===== src/hw/rtl/ntprp_pkg.sv =====
`timescale 1ns / 1ps
// ----------------------------------------------------------------------------
// ntprp_pkg
// Types and constants shared by the NTP request/reply pairing unit.
// ----------------------------------------------------------------------------
package ntprp_pkg;

    localparam int ADDR_W   = 64;
    localparam int PORT_W   = 16;
    localparam int STAMP_W  = 64;
    localparam int RECORD_W = 48;
    localparam int V4_W     = 32;

    localparam logic [PORT_W-1:0] SERVER_PORT_RST = 16'd123;

    typedef enum logic [1:0] {
        ST_IDLE,
        ST_SCAN,
        ST_STORE,
        ST_FINISH
    } t_state;

    typedef struct packed {
        logic                ipv6;
        logic [ADDR_W-1:0]   src_hi;
        logic [ADDR_W-1:0]   src_lo;
        logic [ADDR_W-1:0]   dst_hi;
        logic [ADDR_W-1:0]   dst_lo;
        logic [PORT_W-1:0]   udp_src;
        logic [PORT_W-1:0]   udp_dst;
        logic [STAMP_W-1:0]  key;
        logic [RECORD_W-1:0] record;
    } t_entry;

    typedef struct packed {
        logic load;
        logic scan;
        logic store;
        logic finish;
    } t_cmd;

    typedef struct packed {
        logic hit;
        logic miss;
        logic out_free;
    } t_status;

endpackage


===== src/hw/rtl/ntprp_ctrl.sv =====
`timescale 1ns / 1ps
// ----------------------------------------------------------------------------
// ntprp_ctrl
// Sequencer: accept a word, scan the ring, store on miss, hand off result.
// ----------------------------------------------------------------------------
module ntprp_ctrl (
    input  logic               i_clk,
    input  logic               i_rst_n,
    input  logic               i_in_valid,
    input  ntprp_pkg::t_status i_status,
    output logic               o_in_stall,
    output ntprp_pkg::t_cmd    o_cmd
);

    ntprp_pkg::t_state r_state;
    ntprp_pkg::t_state n_state;

    always_ff @(posedge i_clk) begin
        if (!i_rst_n) begin
            r_state <= ntprp_pkg::ST_IDLE;
        end else begin
            r_state <= n_state;
        end
    end

    always_comb begin
        n_state = r_state;
        unique case (r_state)
            ntprp_pkg::ST_IDLE: begin
                if (i_in_valid) begin
                    n_state = ntprp_pkg::ST_SCAN;
                end
            end
            ntprp_pkg::ST_SCAN: begin
                if (i_status.hit) begin
                    n_state = ntprp_pkg::ST_FINISH;
                end else if (i_status.miss) begin
                    n_state = ntprp_pkg::ST_STORE;
                end
            end
            ntprp_pkg::ST_STORE: begin
                n_state = ntprp_pkg::ST_FINISH;
            end
            ntprp_pkg::ST_FINISH: begin
                if (i_status.out_free) begin
                    n_state = ntprp_pkg::ST_IDLE;
                end
            end
            default: begin
                n_state = ntprp_pkg::ST_IDLE;
            end
        endcase
    end

    always_comb begin
        o_cmd      = '0;
        o_in_stall = 1'b1;
        unique case (r_state)
            ntprp_pkg::ST_IDLE: begin
                o_in_stall = 1'b0;
                o_cmd.load = i_in_valid;
            end
            ntprp_pkg::ST_SCAN: begin
                o_cmd.scan = 1'b1;
            end
            ntprp_pkg::ST_STORE: begin
                o_cmd.store = 1'b1;
            end
            ntprp_pkg::ST_FINISH: begin
                o_cmd.finish = i_status.out_free;
            end
            default: begin
                o_in_stall = 1'b1;
            end
        endcase
    end

endmodule


===== config.mk =====
export PLATFORM = sky130hd
export DESIGN_NAME = ntprp_ctrl
export DESIGN_NICKNAME = d
export VERILOG_FILES = /design/src/hw/rtl/ntprp_pkg.sv /design/src/hw/rtl/ntprp_ctrl.sv
export SDC_FILE = /design/constraint.sdc
export NUM_CORES = 1
export LEC_CHECK = 0
export BUFFER_PORTS_ARGS = -buffer_cell sky130_fd_sc_hd__buf_2
export CAP_MARGIN = 20
export CELL_PAD_IN_SITES_DETAIL_PLACEMENT = 1
export CELL_PAD_IN_SITES_GLOBAL_PLACEMENT = 1
export CORE_AREA = 3 3 40 42
export DETAILED_ROUTE_END_ITERATION = 12
export DIE_AREA = 0 0 43 45
export HOLD_SLACK_MARGIN = 0.12
export PLACE_DENSITY = 0.57
export SLEW_MARGIN = 20
export SYNTH_ARGS = -nofsm -noshare
export SYNTH_HDL_FRONTEND = slang
export SYNTH_SLANG_ARGS = --single-unit

===== constraint.sdc =====
create_clock -name i_clk -period 1.6 [get_ports i_clk]
set_clock_uncertainty 0.1 [all_clocks]
set_input_delay 0.16 -clock i_clk [delete_from_list [all_inputs] [get_ports i_clk]]
set_output_delay 0.16 -clock i_clk [all_outputs]
set_load 0.05 [all_outputs]

==> flow_summary_export.csv, run 1 <==
group,metric,value,unit
outcome,status,"finished clean",
timing,hold_viol,0,
global_routing,grt_antenna_before_repair,0,
worst_setup_path,path_class,"flop to flop",
final_layout,fillCellCount,161,
worst_setup_path,cp_cell_sequence,"inv_2, ha_4, or3b_4, and3_4, a311oi_2",
worst_setup_path,required,1.63,ns
global_routing,grt_pass1_wl,938,um
placed_design,dp_cells,50,
die,die_area,0.001935,sq mm
timing,slew_viol_final,0,
die,row_count,13,
synth,ys_seq_area_share,18.50,%
hold_path,hold_path.class,"input port to flop",
final_layout,drive_gt1_share,53.85,%
route,vias_per_cell,4.333,
synth,yosysWarningCount,0,
cts,cts_buffers,3,
synth,avgSynthCellArea,9.019,sq um
route,dr.pass1.iters,2,
worst_setup_path,cp-start-kind,"flop",
global_routing,grt_usage,6.894,%
die,initial_core_util,16.85,%
final_layout,n_antenna_cell,0,
global_routing,grt_pass1_vias,235,
power_and_ir_drop,p_seq_share,15.7,%
hold_path,min_delay_path_depth,3,
cts,clk_path_buf_depth,2,
worst_setup_path,end_kind,"flop",
cts,cts_sinks,2,
worst_setup_path,crit_fanout,4,
final_layout,largest_reg_flops,2,
power_and_ir_drop,p_sw_share,54.62,%
cts,h-tree-depth,1,
worst_setup_path,cp.arrival,1.56,ns
worst_setup_path,r2r-end,"r_state[0]",
placed_design,globalplace.congestion,0.7162,
timing,worst_pin_slew,0.2530,ns
route,drtIter0Drc,2,
worst_setup_path,cp_top_family,"simple AND/OR/NAND/NOR gates",
worst_setup_path,cpPeakStageDelay,0.40,ns
die,coreArea,0.001285,sq mm
global_routing,grt.overflow.total,0,
final_layout,layout_commonest_cell,"buf_2",
power_and_ir_drop,total_power,0.8127,mW
flow_run,max-cap-violations,0,
synth,synth_cell_types,13,
power_and_ir_drop,power_switching,0.4439,mW
timing,setup_viol,0,
final_layout,final_cell_mix,"9 x buf_2, 4 x ha_1, 3 x inv_1, 3 x clkbuf_4",
route,drc_errors,0,
timing,timing.fmax,0.6519,GHz
route,ant_nets,0,
power_and_ir_drop,clkPwrFrac,13.7,%
die,ioPinCount,11,
synth,syn_nets,35,
worst_setup_path,reg2reg_depth,5,
cts,cts.clk_slew.worst_paths,0.03,ns
placed_design,port_buffers,10,
final_layout,top_register,"r_state",
timing,post-route-min-period,1.534,ns
timing,rsz0062_at_grt,"no",
final_layout,final_area,349.1,sq um
hold_path,hold_start,"i_status[2]",
final_layout,reg_top3,"r_state (2)",
route,routed_wl,565,um
synth,synth_seq_cells,2,
placed_design,dp_slack,0.03585,ns
route,wl_per_cell,10.46,um
timing,layout_setup_ws,0.06608,ns
worst_setup_path,r2r_start,"r_state[1]",
synth,synth_cells,24,
cts,clockRootBuffer,"clkbuf_4",
power_and_ir_drop,p_per_area,2328,mW/mm^2
global_routing,grt_max_degree,6,
timing,final.setup.tns,0,ns
cts,cts_tree,"done",
power_and_ir_drop,p_int,0.3688,mW
power_and_ir_drop,ir_worst_vdd,590.9,uV
die,die_x,43,um
timing,relSlewSlack,83.25,%
worst_setup_path,critical-path-slowest-cell,"or3b_4",
final_layout,stdcell_count,54,
worst_setup_path,path_buf_inv,1,
worst_setup_path,reg2reg_slack,0.07,ns
die,die_h,45,um
power_and_ir_drop,p_leak,0.1691,nW
synth,netlist_area,216.5,sq um
timing,fin_crit_sh,95.87,%
final_layout,nNetsFinal,52,
route,via_count,234,
hold_path,min_to,"r_state[0]",
cts,clk_latency,0.22,ns
placed_design,dp_hpwl,479.2,um
power_and_ir_drop,p_comb_share,70.6,%
final_layout,syn_to_final_growth,61.27,%
placed_design,place_area,306.5,sq um
metrics by stage:
step | hold WS (ns) | util (%)
global placement | 0.3278 | 23.86
global route | 0.1755 | 27.17
floorplan | 0.2015 | -
detailed placement | 0.3295 | 23.86
CTS | 0.1580 | 26.48
finish | 0.1624 | 27.17
cell usage after synthesis (all sizes together):
master / n / area share, %
and2: 2 / 5.8
nand4: 1 / 2.9
or3b: 1 / 5.2
a31o: 1 / 4.0
ha: 5 / 29
and3: 1 / 5.2
inv: 4 / 6.9
dfxtp: 2 / 18
a31oi: 1 / 2.9
a311oi: 1 / 6.9
a21oi: 2 / 4.6
nand2b: 2 / 5.8
nand3: 1 / 2.3
how the worst max path moves through the flow:
stage | from | endpoint | slack [ns] | depth (start not counted)
finish | r_state[1] | r_state[0] | 0.07 | 5
global route | r_state[1] | o_cmd[3] | 0.01 | 5
CTS | r_state[1] | o_cmd[3] | 0.006 | 5
detailed placement | r_state[0] | r_state[0] | 0.04 | 4
global placement | r_state[0] | r_state[0] | 0.04 | 4
floorplan | r_state[0] | r_state[0] | 0.001 | 4
kinds of logic (layout without fill, tap and decap cells):
family / count (synthesis) / in the layout / synth area share [%]
buffers and inverters: 4 / 19 / 6.934
and+or+nand+nor: 8 / 8 / 27.16
adders and majority gates: 5 / 5 / 28.90
DFF: 2 / 2 / 18.50
AOI/OAI and AO/OA: 5 / 5 / 18.50
power groups by stage:
stage,combinational [mW],sequential (mW),clock (mW)
2_1_floorplan,0.464,0.110,0
3_3_place_gp,0.542,0.122,0
3_5_place_dp,0.559,0.122,0
4_1_cts,0.570,0.123,0.119
5_1_grt,0.624,0.134,0.125
6_report,0.574,0.128,0.111
timing repair:
item,CTS,global route
hold endpoints to repair,2,0
setup buffers,0,0
hold buffers,1,0
cloned,0,0
endpoints found under the setup margin,2,2
gates resized for setup,1,4
cell type report:
type	instances	area, sq um	area share (%)
timing repair buffer	12	73.82	21.15
multi-input combinational	18	173.9	49.82
clock buffer	3	22.52	6.452
sequential	2	45.04	12.90
tap	15	18.77	5.376
inverter	4	15.01	4.301
tightest hold or removal path: cells and delay by family:
family	cells	cell delay (ns)
AOI/OAI and AO/OA	1	0.09
buffers and inverters	1	0.10
and+or+nand+nor	1	0.09
layer usage:
| layer | track usage, % | vias to the layer above | routed length (um) |
|---|---|---|---|
| met5 | 0 | - | 0 |
| met1 | 6.699 | 112 | 243 |
| met2 | 11.68 | 8 | 284 |
| li1 | - | 114 | - |
| met3 | 3.984 | 0 | 37 |
| met4 | 3.614 | 0 | 0 |
No activity file was read; power rests on OpenSTA's default activity.
==> run 2, diff against run 1 <==
==> constraint.sdc (replaced) <==
create_clock -name i_clk -period 1.6 [get_ports i_clk]
set_clock_uncertainty 0.1 [all_clocks]
set_input_delay 0.32 -clock i_clk [delete_from_list [all_inputs] [get_ports i_clk]]
set_output_delay 0.32 -clock i_clk [all_outputs]
set_load 0.05 [all_outputs]
==> run 2 against run 1 <==
  * Cell count fell by 1.9%
  * Sequential power about the same
  * Total power is 3.3% higher
  * Count of clock-buffer cells in the layout stayed put
  * Sequential share of layout area decreased by 0.23 points
  * Largest power group unchanged
==> flow_summary_export.csv, run 2 (synthesis results as in run 1) <==
group,metric,value,unit
worst_setup_path,cp.arrival,1.14,ns
cts,clockRootBuffer,"clkbuf_4",
timing,setup_viol,0,
final_layout,n_antenna_cell,0,
final_layout,largest_reg_flops,2,
route,ant_nets,0,
final_layout,layout_commonest_cell,"buf_2",
placed_design,dp_cells,50,
final_layout,fillCellCount,160,
worst_setup_path,crit_start,"r_state[0]",
timing,layout_setup_ws,0.04119,ns
cts,cts_buffers,3,
timing,post-route-min-period,1.559,ns
die,initial_core_util,16.85,%
route,drtIter0Drc,1,
power_and_ir_drop,ir_worst_vdd,865.2,uV
cts,clk_path_buf_depth,2,
die,die_area,0.001935,sq mm
flow_run,max-cap-violations,0,
worst_setup_path,crit_fanout,5,
global_routing,grt_pass1_wl,828,um
worst_setup_path,path_class,"flop to output port",
worst_setup_path,end_kind,"output port",
final_layout,syn_to_final_growth,64.16,%
die,die_x,43,um
route,vias_per_cell,4.057,
outcome,status,"finished clean",
timing,relSlewSlack,83.67,%
placed_design,globalplace.congestion,0.7200,
cts,clk_latency,0.23,ns
final_layout,post-route-util,27.65,%
die,ioPinCount,11,
global_routing,use_met2,9.281,%
timing,fin_crit_sh,97.43,%
route,drc_errors,0,
global_routing,met3_usage,2.390,%
global_routing,grt_antenna_before_repair,0,
worst_setup_path,critical-path-slowest-cell,"dfxtp_4",
cts,cts.clk_slew.worst_paths,0.03,ns
worst_setup_path,cp-start-kind,"flop",
cts,cts_hold_buf,0,
hold_path,hold_start,"i_rst_n",
route,via_count,215,
worst_setup_path,r2r_start,"r_state[1]",
final_layout,top_register,"r_state",
cts,cts_tree,"done",
timing,worst_pin_slew,0.2466,ns
global_routing,grt_usage,5.902,%
placed_design,place_area,306.5,sq um
timing,hold_viol,0,
power_and_ir_drop,p_per_area,2364,mW/mm^2
die,die_h,45,um
route,wl_per_cell,9.245,um
placed_design,port_buffers,10,
timing,timing.fmax,0.6415,GHz
global_routing,grt_max_degree,6,
timing,rsz0062_at_grt,"yes",
route,routed_wl,490,um
global_routing,grt-busiest-layer,"met2",
final_layout,final_cell_mix,"6 x buf_2, 4 x clkbuf_4, 3 x inv_1, 3 x ha_1",
cts,h-tree-depth,1,
power_and_ir_drop,total_power,0.8399,mW
hold_path,hold_path.class,"input port to flop",
worst_setup_path,required,1.18,ns
global_routing,grt.overflow.total,0,
worst_setup_path,cpPeakStageDelay,0.37,ns
power_and_ir_drop,p_leak,0.1659,nW
global_routing,grt_pass1_vias,208,
final_layout,nNetsFinal,51,
timing,slew_viol_final,0,
final_layout,final_area,355.3,sq um
placed_design,dp_slack,0.04358,ns
global_routing,grtUsageMet1,6.715,%
route,dr.pass1.iters,2,
die,row_count,13,
final_layout,drive_gt1_share,57.89,%
worst_setup_path,cp_cell_sequence,"inv_1, buf_4, ha_1, buf_6",
final_layout,reg_top3,"r_state (2)",
final_layout,stdcell_count,53,
die,coreArea,0.001285,sq mm
cts,cts_sinks,2,
-- run 2: cell count changes in the layout (fill, tap and decap cells not counted), sizes merged --
cell         change
buf              -1
clkbuf           +1
dlygate4sd3      -1
-- run 2: layer usage --
metal  up-vias  part of all wire (%)
met3         2                   6.7
met1        93                    46
met2         8                    44
met4         0                   2.9
met5         -                     0
li1        112                     -
-- run 2: repair_timing --
item / CTS / global route
buffers inserted: 0 / 0
gates resized for setup: 5 / 6
endpoints found under the setup margin: 4 / 5
-- run 2: report_power, final --
group	internal, mW	switching [mW]
registers	0.0878	0.0427
clock network	0.0828	0.0306
logic	0.226	0.370
-- run 2: final cells by class --
class	count	area (sq um)	share of cell area (%)
clock buffer	3	22.52	6.338
sequential	2	45.04	12.68
timing repair buffer	11	75.07	21.13
tap	15	18.77	5.282
multi-input combinational	18	176.4	49.65
inverter	4	17.52	4.930
-- run 2: worst paths after layout --
kind,endpoint,slack (ns),cells after the start
worst max-delay path,o_cmd[1],0.04,4
worst min-delay path,r_state[0],0.25,3
worst min register to register,r_state[0],0.46,2
worst max register to register,r_state[0],0.09,5
-- run 2: worst max-delay path, delay by kind of cell (launching register included) --
family | cells | cell delay (ns)
flops | 1 | 0.37
buf+inv | 3 | 0.35
fa+ha+maj | 1 | 0.19
-- run 2: stage by stage --
stage                     setup TNS, ns  hold slack (ns)
after floorplan                       0           0.3615
after global placement                0           0.4946
after detailed placement              0           0.4889
after CTS                             0           0.2453
after global routing           -0.01071           0.2556
final                                 0           0.2469
==> run 3, diff against run 2 <==
Settings changed: GPL_TIMING_DRIVEN set to 0.
==> run 3 against run 2 <==
  * First-iteration DRC count grew 100%
  * Global-route usage grew 0.42 points
  * Sequential cell count unchanged
  * Critical path depth is the same
  * Count of clock-buffer cells in the layout unchanged
  * Register-to-register slack worse by 0.02 ns
  * Critical path type unchanged
  * Largest cell class unchanged
  * Cell count is 1.9% lower
  * Design area is 0.35% lower
  * Die area unchanged
==> flow_summary_export.csv, run 3 (synthesis results as in run 1) <==
group,metric,value,unit
die,die_x,43,um
worst_setup_path,crit_fanout,4,
route,vias_per_cell,4.038,
final_layout,reg_top3,"r_state (2)",
route,via_count,210,
worst_setup_path,reg2reg_depth,5,
worst_setup_path,cp.arrival,1.11,ns
hold_path,hold_path.class,"input port to flop",
timing,fin_crit_sh,95.84,%
hold_path,min_delay_path_depth,3,
die,coreArea,0.001285,sq mm
cts,clk_latency,0.23,ns
placed_design,globalplace.congestion,0.6941,
route,dr.pass1.iters,2,
timing,timing.fmax,0.6521,GHz
flow_run,max-cap-violations,0,
route,drtIter0Drc,2,
final_layout,nNetsFinal,50,
global_routing,grt.overflow.total,0,
timing,slew_viol_final,0,
cts,cts_setup_buffers,0,
final_layout,final_cell_mix,"7 x buf_2, 4 x clkbuf_4, 3 x ha_1",
worst_setup_path,cp-start-kind,"flop",
route,ant_nets,0,
outcome,status,"finished clean",
cts,h-tree-depth,1,
final_layout,syn_to_final_growth,63.58,%
die,die_h,45,um
final_layout,n_antenna_cell,0,
final_layout,largest_reg_flops,2,
cts,cts_buffers,3,
worst_setup_path,end_kind,"output port",
timing,hold_viol,0,
final_layout,top_register,"r_state",
cts,cts_tree,"done",
global_routing,grt_pass1_vias,206,
final_layout,layout_commonest_cell,"buf_2",
final_layout,fillCellCount,155,
global_routing,grt_max_degree,6,
die,ioPinCount,11,
route,wl_per_cell,10.13,um
global_routing,grt_usage,6.318,%
worst_setup_path,path_class,"flop to output port",
final_layout,drive_gt1_share,59.46,%
timing,setup_viol,0,
global_routing,grt_pass1_wl,855,um
timing,worst_pin_slew,0.2498,ns
cts,clockRootBuffer,"clkbuf_4",
worst_setup_path,reg2reg_slack,0.07,ns
timing,post-route-min-period,1.533,ns
die,row_count,13,
die,initial_core_util,16.85,%
cts,cts_sinks,2,
cts,cts.clk_slew.worst_paths,0.03,ns
cts,clk_path_buf_depth,2,
placed_design,port_buffers,10,
route,routed_wl,527,um
worst_setup_path,required,1.18,ns
timing,relSlewSlack,83.46,%
die,die_area,0.001935,sq mm
global_routing,grt_antenna_before_repair,0,
timing,final.setup.tns,0,ns
timing,rsz0062_at_grt,"no",
route,drc_errors,0,
-- run 3: area by class of cell --
type	instances	area [sq um]	share of cell area, %
flip-flops and latches	2	45.04	12.72
multi-input cells	18	186.4	52.65
well taps	15	18.77	5.300
repair buffers	10	61.31	17.31
clock buffers	3	22.52	6.360
inverters	4	20.02	5.654
-- run 3: metal layers --
metal / routed length (um) / track usage [%] / vias to the layer above
li1: - / - / 111
met1: 248 / 6.475 / 91
met2: 233 / 9.880 / 8
met3: 46 / 5.179 / 0
met4: 0 / 1.807 / 0
met5: 0 / 0 / -
-- run 3: repair_timing --
action,CTS,global route
endpoints found under the setup margin,4,4
hold buffers,0,0
resized for setup,6,6
-- run 3: worst max-delay path, stage by stage, from the launching register on --
cell and delay [ns]:
dfxtp_2 0.37, inv_4 0.07, ha_4 0.16, and2_1 0.14, buf_6 0.15
-- run 3: worst paths after layout --
| path | startpoint | endpoint |
|---|---|---|
| min | i_rst_n | r_state[0] |
| min reg2reg | r_state[0] | r_state[0] |
| max reg2reg | r_state[1] | r_state[0] |
| max | r_state[1] | o_cmd[3] |
-- run 3: metrics by stage --
| step | instance area [sq um] | setup WS [ns] | util (%) | instances | hold WS [ns] |
|---|---|---|---|---|---|
| floorplan | 230.2 | 0.001043 | - | 24 | 0.3615 |
| global placement | 299.0 | 0.03734 | 23.27 | 49 | 0.4868 |
| detailed placement | 299.0 | 0.04098 | 23.27 | 49 | 0.4878 |
| CTS | 334.1 | 0.01115 | 26.00 | 52 | 0.2457 |
| global route | 354.1 | 0.007439 | 27.56 | 52 | 0.2647 |
| finish | 354.1 | 0.06658 | 27.56 | 52 | 0.2501 |
Power of run 3 is not shown: default switching activity piles up to over one toggle a cycle in this logic, so the estimate is an artifact.
